===== src/srb_pkg.sv =====
// Shared types and constants for the stream reassembly buffer.
// Used by srb_front, srb_back and the top level; depends on nothing else.
package srb_pkg;

  localparam int STORE_BYTES = 32768;
  localparam int CHUNK_SLOTS = 16;
  localparam int STAMP_SLOTS = 16;

  localparam int SB_AW  = $clog2(STORE_BYTES);
  localparam int CH_W   = $clog2(CHUNK_SLOTS);
  localparam int ST_W   = $clog2(STAMP_SLOTS);
  localparam int SCAN_N = (CHUNK_SLOTS > STAMP_SLOTS) ? CHUNK_SLOTS : STAMP_SLOTS;
  localparam int SCAN_W = $clog2(SCAN_N);

  localparam int POS_W  = 31;
  localparam int LEN_W  = 16;
  localparam int TIME_W = 64;
  localparam int BYTE_W = 8;
  localparam int REG_W  = 16;

  localparam logic [REG_W-1:0] CAP_RST = 16'(1024 * 32);
  localparam logic [REG_W-1:0] GAP_RST = 16'(1024 * 4);
  localparam logic [REG_W-1:0] ABG_RST = 16'(1024);

  localparam logic [1:0] CFG_CAPACITY = 2'd0;
  localparam logic [1:0] CFG_MAX_GAP  = 2'd1;
  localparam logic [1:0] CFG_ALLOW    = 2'd2;

  typedef enum logic [1:0] {
    MODE_HDR  = 2'd0,
    MODE_PAY  = 2'd1,
    MODE_READ = 2'd2,
    MODE_EXP  = 2'd3
  } mode_e;

  typedef enum logic [1:0] {
    ST_ACC    = 2'd0,
    ST_DROP   = 2'd1,
    ST_DIRECT = 2'd2,
    ST_FULL   = 2'd3
  } status_e;

  typedef struct packed {
    mode_e              mode;
    logic [POS_W-1:0]   pos;
    logic [LEN_W-1:0]   seg_len;
    logic [LEN_W-1:0]   cap_len;
    logic [TIME_W-1:0]  time_val;
    logic [BYTE_W-1:0]  data;
  } item_t;

  typedef struct packed {
    status_e            status;
    logic               found;
    logic [LEN_W-1:0]   contig;
    logic [TIME_W-1:0]  time_val;
    logic [BYTE_W-1:0]  data;
    logic               empty;
  } res_t;

  typedef struct packed {
    logic [REG_W-1:0] capacity;
    logic [REG_W-1:0] max_gap;
    logic [REG_W-1:0] allow;
  } cfg_t;

endpackage


===== src/srb_front.sv =====
// Front end: unpacks and classifies incoming requests into a two-entry queue.
// Depends on srb_pkg.
module srb_front
  import srb_pkg::*;
(
  input  logic         clk_i,
  input  logic         rst_ni,
  input  logic         in_valid_i,
  output logic         in_ready_o,
  input  logic [135:0] in_data_i,
  input  logic [1:0]   in_user_i,
  output logic         q_valid_o,
  output item_t        q_item_o,
  input  logic         q_ready_i
);

  item_t      fifo_q [2];
  logic       wr_q, rd_q;
  logic [1:0] cnt_q;
  item_t      cls;
  logic       push, pop;

  always_comb begin
    cls.mode     = mode_e'(in_user_i);
    cls.pos      = in_data_i[30:0];
    cls.seg_len  = in_data_i[46:31];
    cls.cap_len  = in_data_i[62:47];
    cls.time_val = in_data_i[126:63];
    cls.data     = in_data_i[134:127];
  end

  assign in_ready_o = (cnt_q != 2'd2);
  assign q_valid_o  = (cnt_q != 2'd0);
  assign q_item_o   = fifo_q[rd_q];
  assign push       = in_valid_i && in_ready_o;
  assign pop        = q_valid_o && q_ready_i;

  always_ff @(posedge clk_i or negedge rst_ni) begin
    if (!rst_ni) begin
      wr_q  <= 1'b0;
      rd_q  <= 1'b0;
      cnt_q <= 2'd0;
    end else begin
      if (push) begin
        wr_q <= ~wr_q;
      end
      if (pop) begin
        rd_q <= ~rd_q;
      end
      if (push && !pop) begin
        cnt_q <= cnt_q + 2'd1;
      end else if (pop && !push) begin
        cnt_q <= cnt_q - 2'd1;
      end
    end
  end

  always_ff @(posedge clk_i) begin
    if (push) begin
      fifo_q[wr_q] <= cls;
    end
  end

endmodule


===== config.mk =====
export PLATFORM = sky130hd
export DESIGN_NAME = srb_front
export DESIGN_NICKNAME = d
export VERILOG_FILES = /design/src/srb_pkg.sv /design/src/srb_front.sv
export SDC_FILE = /design/constraint.sdc
export NUM_CORES = 1
export LEC_CHECK = 0
export BUFFER_PORTS_ARGS = -buffer_cell sky130_fd_sc_hd__buf_2
export CORE_UTILIZATION = 35
export CTS_CLUSTER_DIAMETER = 100
export DETAILED_ROUTE_END_ITERATION = 10
export GPL_TIMING_DRIVEN = 1
export PLACE_DENSITY = 0.56
export SLEW_MARGIN = 25
export SYNTH_ARGS = -nofsm -noshare
export SYNTH_HDL_FRONTEND = slang
export SYNTH_SLANG_ARGS = --single-unit
export TNS_END_PERCENT = 1

===== constraint.sdc =====
create_clock -name clk_i -period 7.7 [get_ports clk_i]
set_input_delay 0.77 -clock clk_i [delete_from_list [all_inputs] [get_ports clk_i]]
set_output_delay 0.77 -clock clk_i [all_outputs]
set_load 0.02 [all_outputs]

==> results_dict.tcl, run 1 <==
set metrics [dict create \
    core-area_um2 28100 \
    synth_top_area_cell "edfxtp_1" \
    syn_nets 587 \
    initial_core_util_pct 36.1 \
    setup_viol 0 \
    worst_slew_pin_slew_ns 0.986 \
    synth_top_area_share_pct 81.2 \
    cp-end-kind "output port" \
    worstPathRequired_ns 6.93 \
    yosysSeqAreaShare_pct 82.2 \
    met1Wirelength_mm 7.61 \
    status "finished, final reports clean" \
    grt_pass1_vias 5380 \
    clockRootBuffer "clkbuf_16" \
    rows 61 \
    ctsHtreeMaxLevel 1 \
    drtIter0Drc 176 \
    cts.path.max_buffers 3 \
    pin_count 281 \
    r2r_slack_ns 4.95 \
    min_path_type "input pin to flip-flop" \
    setup.worst_path.class "flip-flop to output port" \
    worst_path_max_delay_cell "dfrtp_4" \
    power_leakage_uw 0.00478 \
    arrival_ns 3.07 \
    syn-cell-area_um2 10100 \
    max_cap_violations 0 \
    grt_max_degree 72 \
    ys.warnings.count 0 \
    clock_skew_ns 0.0104 \
    max_freq_ghz 0.260 \
    dr.pass1.iters 4 \
    layout_common_cells "buf_2 (279), edfxtp_1 (274), mux2_2 (137)" \
    synthCells 444 \
    antenna_found_initial 4 \
    grt_use_total_pct 12.7 \
    layout_min_cycle_time_ns 3.84 \
    rsz0062_at_grt "false" \
    synth.distinct_cells 14 \
    clk_latency_ns 0.54 \
    place_hpwl_mm 12.9 \
    final_common_cell "buf_2" \
    antenna_left 0 \
    routed.top_layer "met5" \
    cts_buffers 30 \
    final_hold_viol_count 0 \
    synth_area_leaders "edfxtp_1 (81%), mux2_2 (15%), buf_6 (1.6%)" \
    post-place-ws_ns 4.32 \
    totalNegativeSetupSlack_ns 0 \
    relSlewSlack_pct 34.3 \
    crit_fanout 71 \
    die_h_um 172 \
    postLayoutSetupSlackWorst_ns 3.86 \
    wl_met2_mm 9.69 \
    cts_tree "yes" \
    clock_sinks 278 \
    holdWs_ns 0.418 \
    cts-resized-gates 0 \
    viasPerCell 4.45 \
    cellPowerDensity_nw_per_um2 403 \
    dr_wl_met3_mm 1.75 \
    wl_mm 19.6 \
    cp_cell_sequence "buf_4 -> mux2_2 -> buf_2" \
    rr_worst_depth 3 \
    avgSynthCellArea_um2 22.8 \
    peakVddDrop_mv 0.197 \
    drc 0 \
    place_congestion 0.697 \
    wl_per_cell_um 17.1 \
    finalMaxSlewViolations 0 \
    port_buffers 279 \
    crit_path_start_kind "flip-flop" \
    die_area_um2 29600 \
    grt_pass1_wl_mm 28.8 \
    clk_pin_slew_ns 0.06 \
    areaGrowthSynthToFinish_pct 27.2 \
    period_share_pct 49.9 \
    fin_util_pct 45.9 \
    hold_path_depth 1 \
    vias 5106 \
    overflow 0 \
    fin_nets 888 \
    drive_gt1_share_pct 60.5 \
    chipWidth_um 172 \
    synth_seq_cells 278 \
    critical-path-max-stage-delay_ns 1.05 \
]
critical path: cells and delay by family, from the launching register on:
kind	cells	cell delay (ns)
muxes	1	0.42
DFF	1	1.05
buffers and inverters	2	1.00
through the flow:
stage,power (µW),cells,instance area (µm²)
floorplan,3410,444,10100
global placement,3800,1090,11900
detailed placement,3850,1090,11900
CTS,5280,1146,12900
global route,5450,1146,12900
finish,5190,1148,12900
state kept, by name, summed over array words and instances, names as in the netlist:
register / flops
cnt_q: 2
fifo_q: 274
wr_q: 1
rd_q: 1
routing by layer:
| metal | up-vias | GRT usage, % |
|---|---|---|
| met5 | - | 0 |
| met4 | 4 | 4.27 |
| met2 | 203 | 22.2 |
| li1 | 2383 | - |
| met3 | 35 | 4.30 |
| met1 | 2481 | 14.5 |
cells by family after synthesis:
group / count (synthesis) / share of synthesized area, %
DFF: 278 / 82.2
muxes: 137 / 15.2
buffers and inverters: 16 / 1.64
and+or+nand+nor: 7 / 0.334
xor gates and xnor gates: 5 / 0.432
adders and majority gates: 1 / 0.124
final timing paths:
check                                startpoint                       end
setup / recovery               rd_q$_DFFE_PN0P_              q_item_o[71]
hold / removal                    in_data_i[22]  fifo_q[0][126]$_DFFE_PP_
setup reg to reg           cnt_q[0]$_DFFE_PN0P_   fifo_q[1][60]$_DFFE_PP_
hold reg to reg            cnt_q[1]$_DFFE_PN0P_      cnt_q[1]$_DFFE_PN0P_
max in group asynchronous                rst_ni          rd_q$_DFFE_PN0P_
min in group asynchronous                rst_ni      cnt_q[1]$_DFFE_PN0P_
cells in the mapped netlist, drive strengths merged:
master	instances
nand2b	1
edfxtp	274
xnor2	3
mux2	137
xor2	2
ha	1
and3	1
dfrtp	4
or2	1
inv	1
buf	15
nand2	2
nor2	2
cell type report:
type | instances | area [µm²]
timing repair buffer | 284 | 1440
antenna | 2 | 5.00
tap | 378 | 473
clock buffer | 38 | 802
multi-input combinational | 150 | 1650
fill | 2484 | 15200
sequential | 278 | 8330
inverter | 1 | 3.75
clock inverter | 17 | 183
report_power, final:
group	internal (µW)	total [µW]	switching, µW
Clock	865	1410	545
Combinational	611	1560	950
Sequential	2070	2220	143
repair_timing:
action | in CTS | in global routing
hold endpoints to repair | 1 | 0
buffers inserted | 0 | 0
hold buffers | 1 | 0
Power figures use the tool's default switching activity.
==> run 2, diff against run 1 <==
clock period = 3.86 ns   (was 7.7 ns; I/O delays follow)
==> results_dict.tcl, run 2 (same netlist as run 1, synthesis figures left out) <==
set metrics [dict create \
    post-place-ws_ns 1.59 \
    top_register "fifo_q" \
    r2r_slack_ns 1.84 \
    dr.pass1.iters 4 \
    post_dp_cell_area_um2 11900 \
    final_hold_viol_count 0 \
    totalNegativeSetupSlack_ns 0 \
    clk_latency_ns 0.54 \
    grtUsageMet2_pct 22.0 \
    setup_viol 0 \
    use_met1_pct 13.1 \
    wl_per_cell_um 16.7 \
    place_hpwl_mm 12.5 \
    crit_path_start_kind "flip-flop" \
    r2r-end "fifo_q[0][18]$_DFFE_PP_" \
    clock_skew_ns 0.00400 \
    fin_nets 890 \
    rr_worst_depth 4 \
    cts_buffers 30 \
    max_cap_violations 0 \
    overflow 0 \
    antenna_left 0 \
    grt_max_degree 138 \
    chipWidth_um 172 \
    viasPerCell 4.47 \
    worst_slew_pin_slew_ns 0.977 \
    clockRootBuffer "clkbuf_16" \
    die_h_um 172 \
    arrival_ns 2.41 \
    grt_use_met3_pct 5.01 \
    r2r_start "cnt_q[0]$_DFFE_PN0P_" \
    min-delay-start "in_data_i[53]" \
    grt_pass1_wl_mm 27.8 \
    die_area_um2 29600 \
    holdPathEnd "fifo_q[1][78]$_DFFE_PP_" \
    drc 0 \
    cts_tree "yes" \
    fillers 2481 \
    fin_util_pct 46.0 \
    cts.path.max_buffers 3 \
    pin_count 281 \
    drtIter0Drc 195 \
    clk_pin_slew_ns 0.06 \
    relSlewSlack_pct 34.8 \
    clock_sinks 278 \
    drive_gt1_share_pct 60.7 \
    power_leakage_uw 0.00479 \
    vias 5135 \
    layout_min_cycle_time_ns 2.80 \
    top_regs "fifo_q x274, cnt_q x2" \
    peakVddDrop_mv 0.483 \
    cp-end-kind "output port" \
    largest_register_ffs 274 \
    worstPathRequired_ns 3.47 \
    rows 61 \
    max_freq_ghz 0.358 \
    initial_core_util_pct 36.1 \
    finalMaxSlewViolations 0 \
    holdWs_ns 0.0299 \
    postLayoutSetupSlackWorst_ns 1.06 \
    wl_mm 19.2 \
    hold_path_depth 1 \
    grt_pass1_vias 5371 \
    antenna_found_initial 2 \
    grt_busiest_layer "met2" \
    layout_common_cells "buf_2 (279), edfxtp_1 (274), mux2_2 (137)" \
    port_buffers 279 \
    core-area_um2 28100 \
    min_path_type "input pin to flip-flop" \
    status "finished, final reports clean" \
    cellPowerDensity_nw_per_um2 803 \
    ctsHtreeMaxLevel 1 \
    crit_fanout 57 \
    place_congestion 0.722 \
    rsz0062_at_grt "false" \
    areaGrowthSynthToFinish_pct 27.6 \
    final_common_cell "buf_2" \
    period_share_pct 72.4 \
    setup.worst_path.class "flip-flop to output port" \
    grt_use_total_pct 12.3 \
    post_cts_buffers 0 \
    fin_area_um2 12900 \
]
[run 2: through the flow]
| stage | cells | total power [µW] |
|---|---|---|
| finish | 1148 | 10400 |
| global route | 1146 | 10900 |
| CTS | 1146 | 10500 |
| detailed placement | 1092 | 7700 |
| global placement | 1092 | 7620 |
| floorplan | 444 | 6750 |
[run 2: area by class of cell]
cell class	count	area [µm²]	share of cell area, %
Timing Repair Buffer	286	1490	11.5
Antenna cell	2	5.00	0.0387
Inverter	1	3.75	0.0290
Clock inverter	19	190	1.47
Sequential cell	278	8330	64.5
Tap cell	378	473	3.66
Multi-Input combinational cell	150	1650	12.7
Clock buffer	34	787	6.09
[run 2: timing repair]
action / in CTS / in global routing
hold buffers: 1 / 0
gates resized for setup: 0 / 0
endpoints found under the hold margin: 4 / 0
[run 2: worst max-delay path, stage by stage, from the launching register on]
cell and delay, ns:
dfrtp_4 0.87, buf_12 0.36, mux2_2 0.39, buf_2 0.16
[run 2: where the power goes]
part / internal [µW] / switching, µW / total (µW)
Sequential: 4130 / 242 / 4370
Combinational: 1260 / 1950 / 3210
Clock: 1710 / 1080 / 2790
[run 2: layer usage]
layer	part of all wire (%)	wire length, µm
met4	2.7	517
met2	50	9600
met1	37	7190
met3	10	1920
met5	0	0
[run 2: worst max-delay path by stage]
stage                                   to  depth (start not counted)  slack [ns]                 start
floorplan           fifo_q[1][0]$_DFFE_PP_                          2       -0.54  cnt_q[0]$_DFFE_PN0P_
global placement              q_item_o[64]                          3        1.61      rd_q$_DFFE_PN0P_
detailed placement            q_item_o[59]                          3        1.59      rd_q$_DFFE_PN0P_
CTS                           q_item_o[59]                          3        1.00      rd_q$_DFFE_PN0P_
global route                  q_item_o[59]                          3        0.93      rd_q$_DFFE_PN0P_
finish                        q_item_o[59]                          3        1.06      rd_q$_DFFE_PN0P_
